### src/rtl/core/assert_macros.svh
// Assertion helpers shared by the table logic.
`ifndef ASSERT_MACROS_SVH
`define ASSERT_MACROS_SVH

// Clocked check that is switched off while reset is applied.
`define AST_ASSERT(label, prop, msg) \
  label: assert property (@(posedge clk_i) disable iff (!rst_ni) (prop)) else $error(msg);

// Clocked check that also holds while reset is applied.
`define AST_ASSERT_ALWAYS(label, prop, msg) \
  label: assert property (@(posedge clk_i) (prop)) else $error(msg);

`endif

### src/rtl/core/ast_pkg.sv
`timescale 1ns / 1ps

package ast_pkg;

  // Default number of table slots.
  localparam int TableDepth = 64;

  localparam int AddrWidth = 32;
  localparam int SizeWidth = 32;

  // Request function codes.
  typedef enum logic [1:0] {
    FUNC_RECORD  = 2'd0,
    FUNC_RELEASE = 2'd1,
    FUNC_CLEAR   = 2'd2
  } func_e;

  // Sequencer states.
  typedef enum logic [1:0] {
    ST_IDLE,
    ST_CMP,
    ST_UPD
  } state_e;

  // One request as it enters the block.
  typedef struct packed {
    logic [1:0]           func;
    logic [AddrWidth-1:0] addr;
    logic [SizeWidth-1:0] size;
  } req_t;

  // One result as it leaves the block.
  typedef struct packed {
    logic [SizeWidth-1:0] found_size;
    logic                 found;
    logic                 full_res;
  } res_t;

  // Contents of one slot, handed from a cell to its lower neighbor.
  typedef struct packed {
    logic [AddrWidth-1:0] addr;
    logic [SizeWidth-1:0] size;
    logic                 vld;
  } entry_t;

  // Command broadcast from the sequencer to every cell.
  typedef struct packed {
    logic                 cmp_en;
    logic                 rec_en;
    logic                 clr_en;
    logic [AddrWidth-1:0] addr;
    logic [SizeWidth-1:0] size;
  } cell_cmd_t;

endpackage

### src/rtl/core/ast_cell.sv
`timescale 1ns / 1ps

module ast_cell (
  input  logic                clk_i,
  input  logic                rst_ni,
  input  ast_pkg::cell_cmd_t  cmd_i,
  input  logic                shift_i,
  input  logic                lower_vld_i,
  input  ast_pkg::entry_t     upper_i,
  output ast_pkg::entry_t     entry_o,
  output logic                match_o
);

  logic [ast_pkg::AddrWidth-1:0] addr_q, addr_d;
  logic [ast_pkg::SizeWidth-1:0] size_q, size_d;
  logic                          vld_q, vld_d;
  logic                          match_q, match_d;

  // Compare phase: note whether this slot holds the requested address.
  assign match_d = cmd_i.cmp_en ? (vld_q && (addr_q == cmd_i.addr)) : match_q;

  // Update phase: clear, fill the first free slot, or take the upper neighbor's entry.
  always_comb begin
    addr_d = addr_q;
    size_d = size_q;
    vld_d  = vld_q;
    priority if (cmd_i.clr_en) begin
      vld_d = 1'b0;
    end else if (cmd_i.rec_en && !vld_q && lower_vld_i) begin
      addr_d = cmd_i.addr;
      size_d = cmd_i.size;
      vld_d  = 1'b1;
    end else if (shift_i) begin
      addr_d = upper_i.addr;
      size_d = upper_i.size;
      vld_d  = upper_i.vld;
    end
  end

  // Slot payload carries no reset.
  always_ff @(posedge clk_i) begin
    addr_q <= addr_d;
    size_q <= size_d;
  end

  // Valid and match flags are control state.
  always_ff @(posedge clk_i or negedge rst_ni) begin
    if (!rst_ni) begin
      vld_q   <= 1'b0;
      match_q <= 1'b0;
    end else begin
      vld_q   <= vld_d;
      match_q <= match_d;
    end
  end

  assign entry_o.addr = addr_q;
  assign entry_o.size = size_q;
  assign entry_o.vld  = vld_q;
  assign match_o      = match_q;

endmodule

### config.mk
export PLATFORM = sky130hd
export DESIGN_NAME = ast_cell
export DESIGN_NICKNAME = d
export VERILOG_FILES = /design/src/rtl/core/assert_macros.svh /design/src/rtl/core/ast_pkg.sv /design/src/rtl/core/ast_cell.sv
export SDC_FILE = /design/constraint.sdc
export NUM_CORES = 1
export LEC_CHECK = 0
export BUFFER_PORTS_ARGS = -buffer_cell sky130_fd_sc_hd__buf_2
export CORE_MARGIN = 2
export CORE_UTILIZATION = 46
export CTS_CLUSTER_SIZE = 24
export DETAILED_ROUTE_END_ITERATION = 8
export PLACE_DENSITY = 0.86
export REMOVE_ABC_BUFFERS = 1
export SYNTH_ARGS = -nofsm -noshare
export SYNTH_HDL_FRONTEND = slang
export SYNTH_SLANG_ARGS = --single-unit
### constraint.sdc
create_clock -name clk_i -period 7.3 [get_ports clk_i]
set_clock_uncertainty 0.2 [all_clocks]
set_input_delay 1.46 -clock clk_i [delete_from_list [all_inputs] [get_ports clk_i]]
set_output_delay 1.46 -clock clk_i [all_outputs]
set_load 0.005 [all_outputs]
==> results of run 1 <==
[cells in the final DEF (no fill, tap or decap)]
cell type  count
dfrtp_1        2
mux2i_1        1
buf_2        201
a21oi_1        1
or4_1          1
a21oi_4        1
xor2_1        20
bufinv_16      1
inv_1          2
nand3_1        1
nand3b_1       1
edfxtp_1      64
nand4_1        4
xnor2_1       12
o22ai_2        1
clkbuf_1       4
nor4_1         5
clkinv_2       2
mux2_2        64
clkbuf_8       9
buf_4          2
[sequential cells by signal, indices dropped and copies added, names as in the netlist]
name     flops
size_q      32
addr_q      32
vld_q        1
match_o      1
[kinds of logic (layout without fill, tap and decap cells)]
logic type / after synthesis / count (layout)
buf+inv: 10 / 221
mux: 65 / 65
simple gates: 12 / 12
compound gates: 3 / 3
xor+xnor: 32 / 32
flops: 66 / 66
[layer usage]
| layer | wire (um) | GRT usage, % | share of wire (%) | vias to the layer above |
|---|---|---|---|---|
| li1 | - | - | - | 1129 |
| met1 | 2430 | 18.7 | 35 | 1076 |
| met2 | 3660 | 31.9 | 53 | 117 |
| met3 | 600 | 6.38 | 8.7 | 19 |
| met4 | 193 | 9.09 | 2.8 | 0 |
| met5 | 0 | 0 | 0 | - |
[through the flow]
step,instances,setup TNS [ns]
final,479,0
after global routing,479,0
after CTS,479,0
after detailed placement,463,0
after global placement,463,0
after floorplan,180,-12.34
[worst max-delay path by stage]
| stage | startpoint | end | slack [ns] | cells after the start |
|---|---|---|---|---|
| CTS | lower_vld_i | size_q[19]$_DFFE_PP_ | 4.12 | 5 |
| global route | lower_vld_i | addr_q[23]$_DFFE_PP_ | 4.02 | 5 |
| detailed placement | lower_vld_i | size_q[15]$_DFFE_PP_ | 3.76 | 5 |
| finish | lower_vld_i | addr_q[23]$_DFFE_PP_ | 4.14 | 5 |
| floorplan | cmd_i[65] | addr_q[0]$_DFFE_PP_ | -0.19 | 2 |
| global placement | lower_vld_i | size_q[15]$_DFFE_PP_ | 3.83 | 5 |
[power breakdown]
group	internal (W)	switching (W)
logic	0.0000766	0.0000545
registers	0.000446	0.00000925
clock network	0.000157	0.000128
total	0.000680	0.000192
[worst reg2reg max path: cells and delay by family (launching register included)]
family,cells,cell delay (ns)
compound gates,1,0.24
buf+inv,2,1.00
flops,1,0.41
simple gates,1,0.16
[area by class of cell]
cell class | count | share of cell area, %
clock buffer | 13 | 3.16
clock inverter | 3 | 0.910
inverter | 2 | 0.171
multi-input combinational | 112 | 25.5
sequential | 66 | 44.8
tap | 80 | 2.27
timing repair buffer | 203 | 23.2
==> flow_metrics.tcl, run 1 <==
set metrics [dict create \
    detailedRoute.firstIterationViolations 55 \
    cts.hold.buffers_added 0 \
    outcome "completed" \
    reg2reg_from "vld_q$_DFFE_PN0P_" \
    design.core.area_mm2 0.00668 \
    num_vias 2341 \
    drive_gt1_share_pct 70.4 \
    main_combinational_cell_family_by_area_after_synthesis "multiplexers" \
    area_growth_pct 40.6 \
    place_hpwl_um 5300 \
    finalHoldWorstSlack_ns 0.367 \
    post_synth_mux_area_share_pct 23.4 \
    netlist_area_mm2 0.00313 \
    cp-end-kind "flop" \
    ant_nets 0 \
    path_delay_family "buffers and inverters" \
    post_synth_inst_count 188 \
    postPlaceCellArea_mm2 0.00422 \
    clk_pin_slew_worst_paths_ns 0.06 \
    globalplace.congestion 0.739 \
    die-width_um 86.5 \
    ys_async_sr_fraction_pct 3.03 \
    drt-pass1-iter-count 4 \
    design_power_total_w 0.000872 \
    setup_repair_after_global_routing_missed_its_margin "false" \
    yosys.area_share.adder_pct 0 \
    crit_fanout 66 \
    initial_utilization_pct 46.8 \
    antenna_cells 0 \
    detail_route.vias_per_cell 4.89 \
    cpMaxStageDelayCell "buf_4" \
    synth.top_cells.by_count "edfxtp_1 (64), mux2_2 (64), xor2_1 (20), xnor2_1 (12)" \
    fmax_mhz 316 \
    top_level_ports 202 \
    finish.instance_area_mm2 0.00440 \
    synth.ff_latch_count 66 \
    routed_wire_length_per_instance_um 14.4 \
    io_buffers 201 \
    clk-insertion-delay-late_ns 0.33 \
    layout.core_utilization_pct 65.9 \
    critical_path_required_ns 7.05 \
    critical_path_buf_inv_count 3 \
    mean_instance_size_in_the_synthesized_netlist_um2 16.6 \
    cts_repair_resize_count 0 \
    p_per_area_mw_per_mm2 198 \
    tritoncts.num_buffers 9 \
    share_of_yosys_cell_area_claimed_by_the_top_area_cell_type_pct 61.4 \
    yosysSeqAreaShare_pct 63.0 \
    initial_antenna_violation_count 0 \
    setup_viol 0 \
    worst_r2r_path_depth 4 \
    power.static_leakage_nw 1.93 \
    synth-compound-area-share_pct 0.720 \
    tritoncts_num_sinks 66 \
    tritoncts "done" \
    post_synth_xor_area_fraction_pct 8.96 \
    worst_path_most_repeated_cell "buf_4" \
    timing.slew.headroom_pct 44.7 \
    cap_viol_max_count 0 \
    hold_viol_final 0 \
    synth_simple_gate_area_share_pct 2.44 \
    post_synth_main_area_contributors "edfxtp_1 (61%), mux2_2 (23%), xor2_1 (5.6%), xnor2_1 (3.4%), dfrtp_1 (1.6%)" \
    whs_path_depth 2 \
    die_area_mm2 0.00748 \
    footprint_of_the_multi_input_gates_mm2 0.00112 \
    synth_top_flop_cell "edfxtp_1" \
    worstHoldEndpoint "match_o$_DFFE_PN0P_" \
    grt_max_degree 67 \
    row_count 30 \
    layout.area.seq_mm2 0.00197 \
    wire_length_of_the_first_global_routing_pass_um 10200 \
    start_kind "input port" \
    totalWireLength_um 6880 \
    min_period_ns 3.16 \
    cpPeakStageDelay_ns 0.63 \
    cts-htree-levels 3 \
    die_y_um 86.5 \
    cell_at_the_root_of_the_clock_tree "clkbuf_8" \
    num-nets-final 530 \
    ys.warnings.count 0 \
    post_cts_buffers 0 \
    track_usage_pct 18.0 \
    synth_enable_flop_cells 64 \
    r2r_slack_ns 4.85 \
    hold_class "flop to flop" \
    detail_route.drc_violations 0 \
    dp_worst_setup_slack_ns 3.76 \
    grt-ovfl-total 0 \
    critical_path_class "input port to flop" \
    finalCritPeriodShare_pct 43.3 \
    critPathArrivalTime_ns 2.91 \
    synth.largest_area_cell "edfxtp_1" \
    worstReg2RegEnd "addr_q[23]$_DFFE_PP_" \
    final_max_slew_viol_count 0 \
    worstHoldStart "match_o$_DFFE_PN0P_" \
    worst_pin_slew_ns 0.830 \
    number_of_buffers_on_the_longest_clock_path 2 \
    synthDistinctLibCells 17 \
    fill_cells 515 \
    grt_pass1_vias 2400 \
    vdd.ir_drop.worst_uv 111 \
    critical_path.cell_chain "buf_2, nand3b_1, buf_4, a21oi_4, buf_4" \
    final.setup.worst_slack_ns 4.14 \
]
No activity file was read; power rests on OpenSTA's default activity.
==> run 2: changes to the inputs <==
--- a/config.mk
+++ b/config.mk
@@ -7,10 +7,10 @@
 export LEC_CHECK = 0
 export BUFFER_PORTS_ARGS = -buffer_cell sky130_fd_sc_hd__buf_2
 export CORE_MARGIN = 2
-export CORE_UTILIZATION = 46
+export CORE_UTILIZATION = 38
 export CTS_CLUSTER_SIZE = 24
 export DETAILED_ROUTE_END_ITERATION = 8
-export PLACE_DENSITY = 0.86
+export PLACE_DENSITY = 0.76
 export REMOVE_ABC_BUFFERS = 1
 export SYNTH_ARGS = -nofsm -noshare
 export SYNTH_HDL_FRONTEND = slang
==> constraint.sdc (replaced) <==
create_clock -name clk_i -period 2.85 [get_ports clk_i]
set_clock_uncertainty 0.2 [all_clocks]
set_input_delay 0.57 -clock clk_i [delete_from_list [all_inputs] [get_ports clk_i]]
set_output_delay 0.57 -clock clk_i [all_outputs]
set_load 0.005 [all_outputs]
==> flow_metrics.tcl, run 2 (synthesis results as in run 1) <==
set metrics [dict create \
    outcome "completed" \
    most_common_library_cell_in_the_layout_ignoring_fill_and_taps "buf_2" \
    fill_cells 721 \
    cts_repair_resize_count 0 \
    start_kind "flop" \
    leading_registers_by_flop_count "addr_q: 32 flops, size_q: 32 flops" \
    io_buffers 201 \
    postPlaceCellArea_mm2 0.00427 \
    power.static_leakage_nw 1.93 \
    num-nets-final 532 \
    worstHoldEndpoint "vld_q$_DFFE_PN0P_" \
    clk-insertion-delay-late_ns 0.33 \
    finish.instance_area_mm2 0.00444 \
    hold_class "input port to flop" \
    design.core.area_mm2 0.00809 \
    top_level_ports 202 \
    area_growth_pct 41.8 \
    cts-htree-levels 3 \
    critical_path_required_ns 2.89 \
    grt_pass1_vias 2313 \
    tritoncts_num_sinks 66 \
    row_count 33 \
    totalWireLength_um 7160 \
    r2r_slack_ns 0.71 \
    detail_route.vias_per_cell 4.66 \
    drive_gt1_share_pct 70.3 \
    grt_max_degree 65 \
    number_of_buffers_on_the_longest_clock_path 2 \
    place_hpwl_um 5590 \
    setup_repair_after_global_routing_missed_its_margin "false" \
    fmax_mhz 467 \
    critical_path_class "flop to flop" \
    finalNonFillerCells 506 \
    finalCritPeriodShare_pct 75.1 \
    ant_nets 0 \
    num_vias 2356 \
    routed_wire_length_per_instance_um 14.1 \
    layout.core_utilization_pct 54.8 \
    cp-end-kind "flop" \
    critPathArrivalTime_ns 2.19 \
    setup_tns_ns 0 \
    p_per_area_mw_per_mm2 483 \
    cap_viol_max_count 0 \
    final_cell_mix "buf_2 (201), mux2_2 (64), edfxtp_1 (64)" \
    final_max_slew_viol_count 0 \
    numPlacedInstances 489 \
    worstReg2RegEnd "match_o$_DFFE_PN0P_" \
    timing.slew.headroom_pct 70.8 \
    cell_at_the_root_of_the_clock_tree "clkbuf_8" \
    worst_pin_slew_ns 0.434 \
    initial_utilization_pct 38.7 \
    wire_length_of_the_first_global_routing_pass_um 10600 \
    detailedRoute.firstIterationViolations 85 \
    grt-ovfl-total 0 \
    hold_viol_final 0 \
    track_usage_pct 15.7 \
    worstHoldStart "cmd_i[64]" \
    globalplace.congestion 0.752 \
    detail_route.drc_violations 0 \
    tritoncts "done" \
    whs_path_depth 2 \
    worst_r2r_path_depth 5 \
    die-width_um 94.7 \
    reg2reg_from "addr_q[8]$_DFFE_PP_" \
    tritoncts.num_buffers 9 \
    setup_viol 0 \
    crit_fanout 2 \
    post_cts_buffers 0 \
    initial_antenna_violation_count 0 \
    clk_pin_slew_worst_paths_ns 0.07 \
    die_area_mm2 0.00898 \
    vdd.ir_drop.worst_uv 242 \
    drt-pass1-iter-count 4 \
    die_y_um 94.7 \
    min_period_ns 2.14 \
    antenna_cells 0 \
]
run 2: repair_timing:
item,4_1_cts,5_1_grt
hold buffers,1,0
endpoints found under the setup margin,0,0
hold endpoints to repair,2,0
run 2: worst max-delay path: stages, from the launching register on:
cell and delay, ns:
edfxtp_1 0.42, xor2_1 0.16, nor4_1 0.44, nand4_1 0.18
or4_1 0.56, o22ai_2 0.10
run 2: worst max-delay path by stage:
stage / cells past startpoint / endpoint / from
floorplan: 2 / addr_q[0]$_DFFE_PP_ / cmd_i[65]
global placement: 6 / match_o$_DFFE_PN0P_ / cmd_i[40]
detailed placement: 6 / match_o$_DFFE_PN0P_ / cmd_i[40]
CTS: 5 / match_o$_DFFE_PN0P_ / addr_q[8]$_DFFE_PP_
global route: 5 / match_o$_DFFE_PN0P_ / addr_q[8]$_DFFE_PP_
finish: 5 / match_o$_DFFE_PN0P_ / addr_q[8]$_DFFE_PP_
run 2: cell type report:
class	instances	area (um2)	share of cell area, %
clock inverter	4	18.8	0.423
timing repair buffer	205	1050	23.7
sequential	66	1970	44.4
multi-input combinational	112	1120	25.3
tap	105	131	2.96
clock buffer	12	135	3.05
inverter	2	7.51	0.169
run 2: power by group:
part           switching [W]  leakage, nW  total, W  internal, W
clock network       0.000326       0.0816  0.000636     0.000309
registers          0.0000246        0.633   0.00117      0.00114
logic               0.000141         1.22  0.000342     0.000200
total               0.000492         1.93   0.00214      0.00165
run 2: layer usage:
layer / vias up / track usage [%] / wire [um]
met5: - / 0 / 0
met4: 0 / 7.49 / 142
met3: 15 / 5.27 / 650
met2: 115 / 26.7 / 3750
met1: 1091 / 17.6 / 2610
li1: 1135 / - / -
run 2: through the flow:
step	power [W]	hold WS, ns	worst slack [ns]
finish	0.00214	0.238	0.708
global route	0.00226	0.216	0.602
floorplan	0.00136	0.0744	-3.75
global placement	0.00152	0.159	0.485
CTS	0.00218	0.221	0.696
detailed placement	0.00153	0.160	0.450
==> run 3: changes to the inputs <==
--- a/config.mk
+++ b/config.mk
@@ -5,12 +5,13 @@
 export SDC_FILE = /design/constraint.sdc
 export NUM_CORES = 1
 export LEC_CHECK = 0
+export ABC_AREA = 1
 export BUFFER_PORTS_ARGS = -buffer_cell sky130_fd_sc_hd__buf_2
 export CORE_MARGIN = 2
-export CORE_UTILIZATION = 38
+export CORE_UTILIZATION = 44
 export CTS_CLUSTER_SIZE = 24
 export DETAILED_ROUTE_END_ITERATION = 8
-export PLACE_DENSITY = 0.76
+export PLACE_DENSITY = 0.81
 export REMOVE_ABC_BUFFERS = 1
 export SYNTH_ARGS = -nofsm -noshare
 export SYNTH_HDL_FRONTEND = slang
==> constraint.sdc (replaced) <==
create_clock -name clk_i -period 2 [get_ports clk_i]
set_clock_uncertainty 0.2 [all_clocks]
set_input_delay 0.4 -clock clk_i [delete_from_list [all_inputs] [get_ports clk_i]]
set_output_delay 0.4 -clock clk_i [all_outputs]
set_load 0.005 [all_outputs]
==> flow_metrics.tcl, run 3 <==
set metrics [dict create \
    outcome "completed" \
    grt-ovfl-total 0 \
    antenna_cells 0 \
    clk_pin_slew_worst_paths_ns 0.07 \
    tritoncts.num_buffers 9 \
    worst_pin_slew_ns 0.237 \
    timing.slew.headroom_pct 84.2 \
    fmax_mhz 595 \
    initial_antenna_violation_count 0 \
    vdd.ir_drop.worst_uv 431 \
    top_level_ports 202 \
    worstHoldEndpoint "vld_q$_DFFE_PN0P_" \
    hold_class "input port to flop" \
    share_of_yosys_cell_area_claimed_by_the_top_area_cell_type_pct 56.3 \
    crit_fanout 46 \
    critical_path.cell_chain "nand3b_4, buf_12, mux2_2" \
    io_buffers 201 \
    drt-pass1-iter-count 4 \
    area_growth_pct 39.3 \
    synthDistinctLibCells 19 \
    initial_utilization_pct 44.9 \
    start_kind "flop" \
    ant_nets 0 \
    ys_async_sr_fraction_pct 3.03 \
    layout.area.seq_mm2 0.00197 \
    post_synth_xor_area_fraction_pct 3.08 \
    finalHoldWorstSlack_ns 0.119 \
    fill_cells 654 \
    globalplace.congestion 0.773 \
    die-width_um 92.1 \
    post_synth_inst_count 296 \
    post_cts_buffers 0 \
    cts.hold.buffers_added 1 \
    cts-htree-levels 3 \
    num-nets-final 639 \
    post_synth_mux_area_share_pct 17.1 \
    grt_pass1_vias 2840 \
    die_y_um 92.1 \
    cap_viol_max_count 0 \
    cts_repair_resize_count 0 \
    cp-end-kind "flop" \
    detail_route.drc_violations 0 \
    tritoncts "done" \
    synth.top_cells.by_count "nand2_1 (76), edfxtp_1 (64), inv_1 (40), mux2_2 (25)" \
    ys.warnings.count 0 \
    number_of_buffers_on_the_longest_clock_path 2 \
    synth_top_flop_cell "edfxtp_1" \
    critical_path_class "flop to flop" \
    num_vias 2843 \
    r2r_slack_ns 0.32 \
    cpMaxStageDelayCell "dfrtp_1" \
    place_hpwl_um 6230 \
    detail_route.vias_per_cell 4.66 \
    tritoncts_num_sinks 66 \
    finalCritPeriodShare_pct 84.0 \
    worstReg2RegEnd "size_q[0]$_DFFE_PP_" \
    yosysSeqAreaShare_pct 57.8 \
    final.setup.worst_slack_ns 0.319 \
    grt_max_degree 47 \
    leading_registers_by_flop_count "addr_q: 32 flops, size_q: 32 flops" \
    totalWireLength_um 8170 \
    setup_repair_after_global_routing_missed_its_margin "false" \
    track_usage_pct 19.5 \
    final_max_slew_viol_count 0 \
    synthMostInstantiatedCell "nand2_1" \
    footprint_of_the_multi_input_gates_mm2 0.00122 \
    synth.largest_area_cell "edfxtp_1" \
    post_synth_main_area_contributors "edfxtp_1 (56%), mux2_4 (8.8%), nand2_1 (8.4%), mux2_2 (8.3%), inv_1 (4.4%)" \
    hold_viol_final 0 \
    synth_simple_gate_area_share_pct 11.9 \
    main_combinational_cell_family_by_area_after_synthesis "multiplexers" \
    clk-insertion-delay-late_ns 0.33 \
    die_area_mm2 0.00848 \
    dp_worst_setup_slack_ns 0.258 \
    mean_instance_size_in_the_synthesized_netlist_um2 11.5 \
    synth-compound-area-share_pct 3.56 \
    critPathLaunch "vld_q$_DFFE_PN0P_" \
    synth_enable_flop_cells 64 \
    wire_length_of_the_first_global_routing_pass_um 12800 \
    synth.ff_latch_count 66 \
    setup_viol 0 \
    row_count 32 \
    postPlaceCellArea_mm2 0.00456 \
    worst_r2r_path_depth 3 \
    critical_path_required_ns 1.88 \
    cpPeakStageDelay_ns 0.39 \
    detailedRoute.firstIterationViolations 117 \
    p_per_area_mw_per_mm2 694 \
    design.core.area_mm2 0.00761 \
    power.static_leakage_nw 2.37 \
    reg2reg_from "vld_q$_DFFE_PN0P_" \
    netlist_area_mm2 0.00341 \
    finish.instance_area_mm2 0.00475 \
    worstHoldStart "cmd_i[64]" \
    yosys.area_share.adder_pct 0 \
    critPathArrivalTime_ns 1.56 \
    cell_at_the_root_of_the_clock_tree "clkbuf_8" \
    whs_path_depth 2 \
    routed_wire_length_per_instance_um 13.4 \
    drive_gt1_share_pct 52.4 \
    min_period_ns 1.68 \
    final_cell_mix "buf_2 (201), nand2_1 (76), edfxtp_1 (64)" \
    most_common_library_cell_in_the_layout_ignoring_fill_and_taps "buf_2" \
]
[run 3: changes by cell type in the layout (fill, tap and decap cells not counted), moves of 3 or more]
cell | previous run | this run
buf_12 | 1 | 4
clkbuf_1 | 3 | 0
inv_1 | 2 | 40
mux2_2 | 64 | 25
mux2_4 | 0 | 20
nand2_1 | 0 | 76
nor2_1 | 0 | 16
nor4_1 | 5 | 0
o21ai_0 | 0 | 20
xor2_1 | 20 | 2
[run 3: per-layer routing]
metal	share of wire [%]	up-vias	global-route usage, %
met1	40	1278	23.3
met2	49	139	32.0
li1	-	1409	-
met3	9.3	17	6.82
met4	2.3	0	8.08
met5	0	-	0
[run 3: worst max-delay path, delay by kind of cell, from the launching register on]
family,cells,cell delay (ns)
simple gates,1,0.20
buf+inv,1,0.25
flops,1,0.39
mux,1,0.37
[run 3: worst max-delay path by stage]
stage | slack [ns] | end
floorplan | -1.93 | addr_q[0]$_DFFE_PP_
global placement | 0.29 | size_q[18]$_DFFE_PP_
detailed placement | 0.26 | size_q[6]$_DFFE_PP_
CTS | 0.32 | size_q[0]$_DFFE_PP_
global route | 0.26 | size_q[18]$_DFFE_PP_
finish | 0.32 | size_q[0]$_DFFE_PP_
[run 3: final cells by class]
cell class | instances | area share (%)
Clock buffer | 9 | 2.61
Clock inverter | 7 | 1.26
Sequential cell | 66 | 41.5
Inverter | 40 | 3.16
Timing Repair Buffer | 206 | 23.1
Tap cell | 102 | 2.69
Multi-Input combinational cell | 180 | 25.7
[run 3: cell families after synthesis]
logic type      count (synthesis)
compound gates                 23
mux                            45
flops                          66
xor+xnor                       12
simple gates                  100
buf+inv                        50
[run 3: through the flow]
stage	TNS, ns	util [%]	instances	total power [W]
after CTS	0	62.5	610	0.00333
after global placement	0	59.9	593	0.00224
after detailed placement	0	59.9	593	0.00226
after global routing	0	62.5	610	0.00346
after floorplan	-128.79	-	286	0.00197
final	0	62.5	610	0.00330
[run 3: where the power goes]
group	internal [W]	switching, W	total (W)
clock network	0.000561	0.000508	0.00107
registers	0.00163	0.0000385	0.00167
logic	0.000311	0.000249	0.000561
total	0.00250	0.000796	0.00330
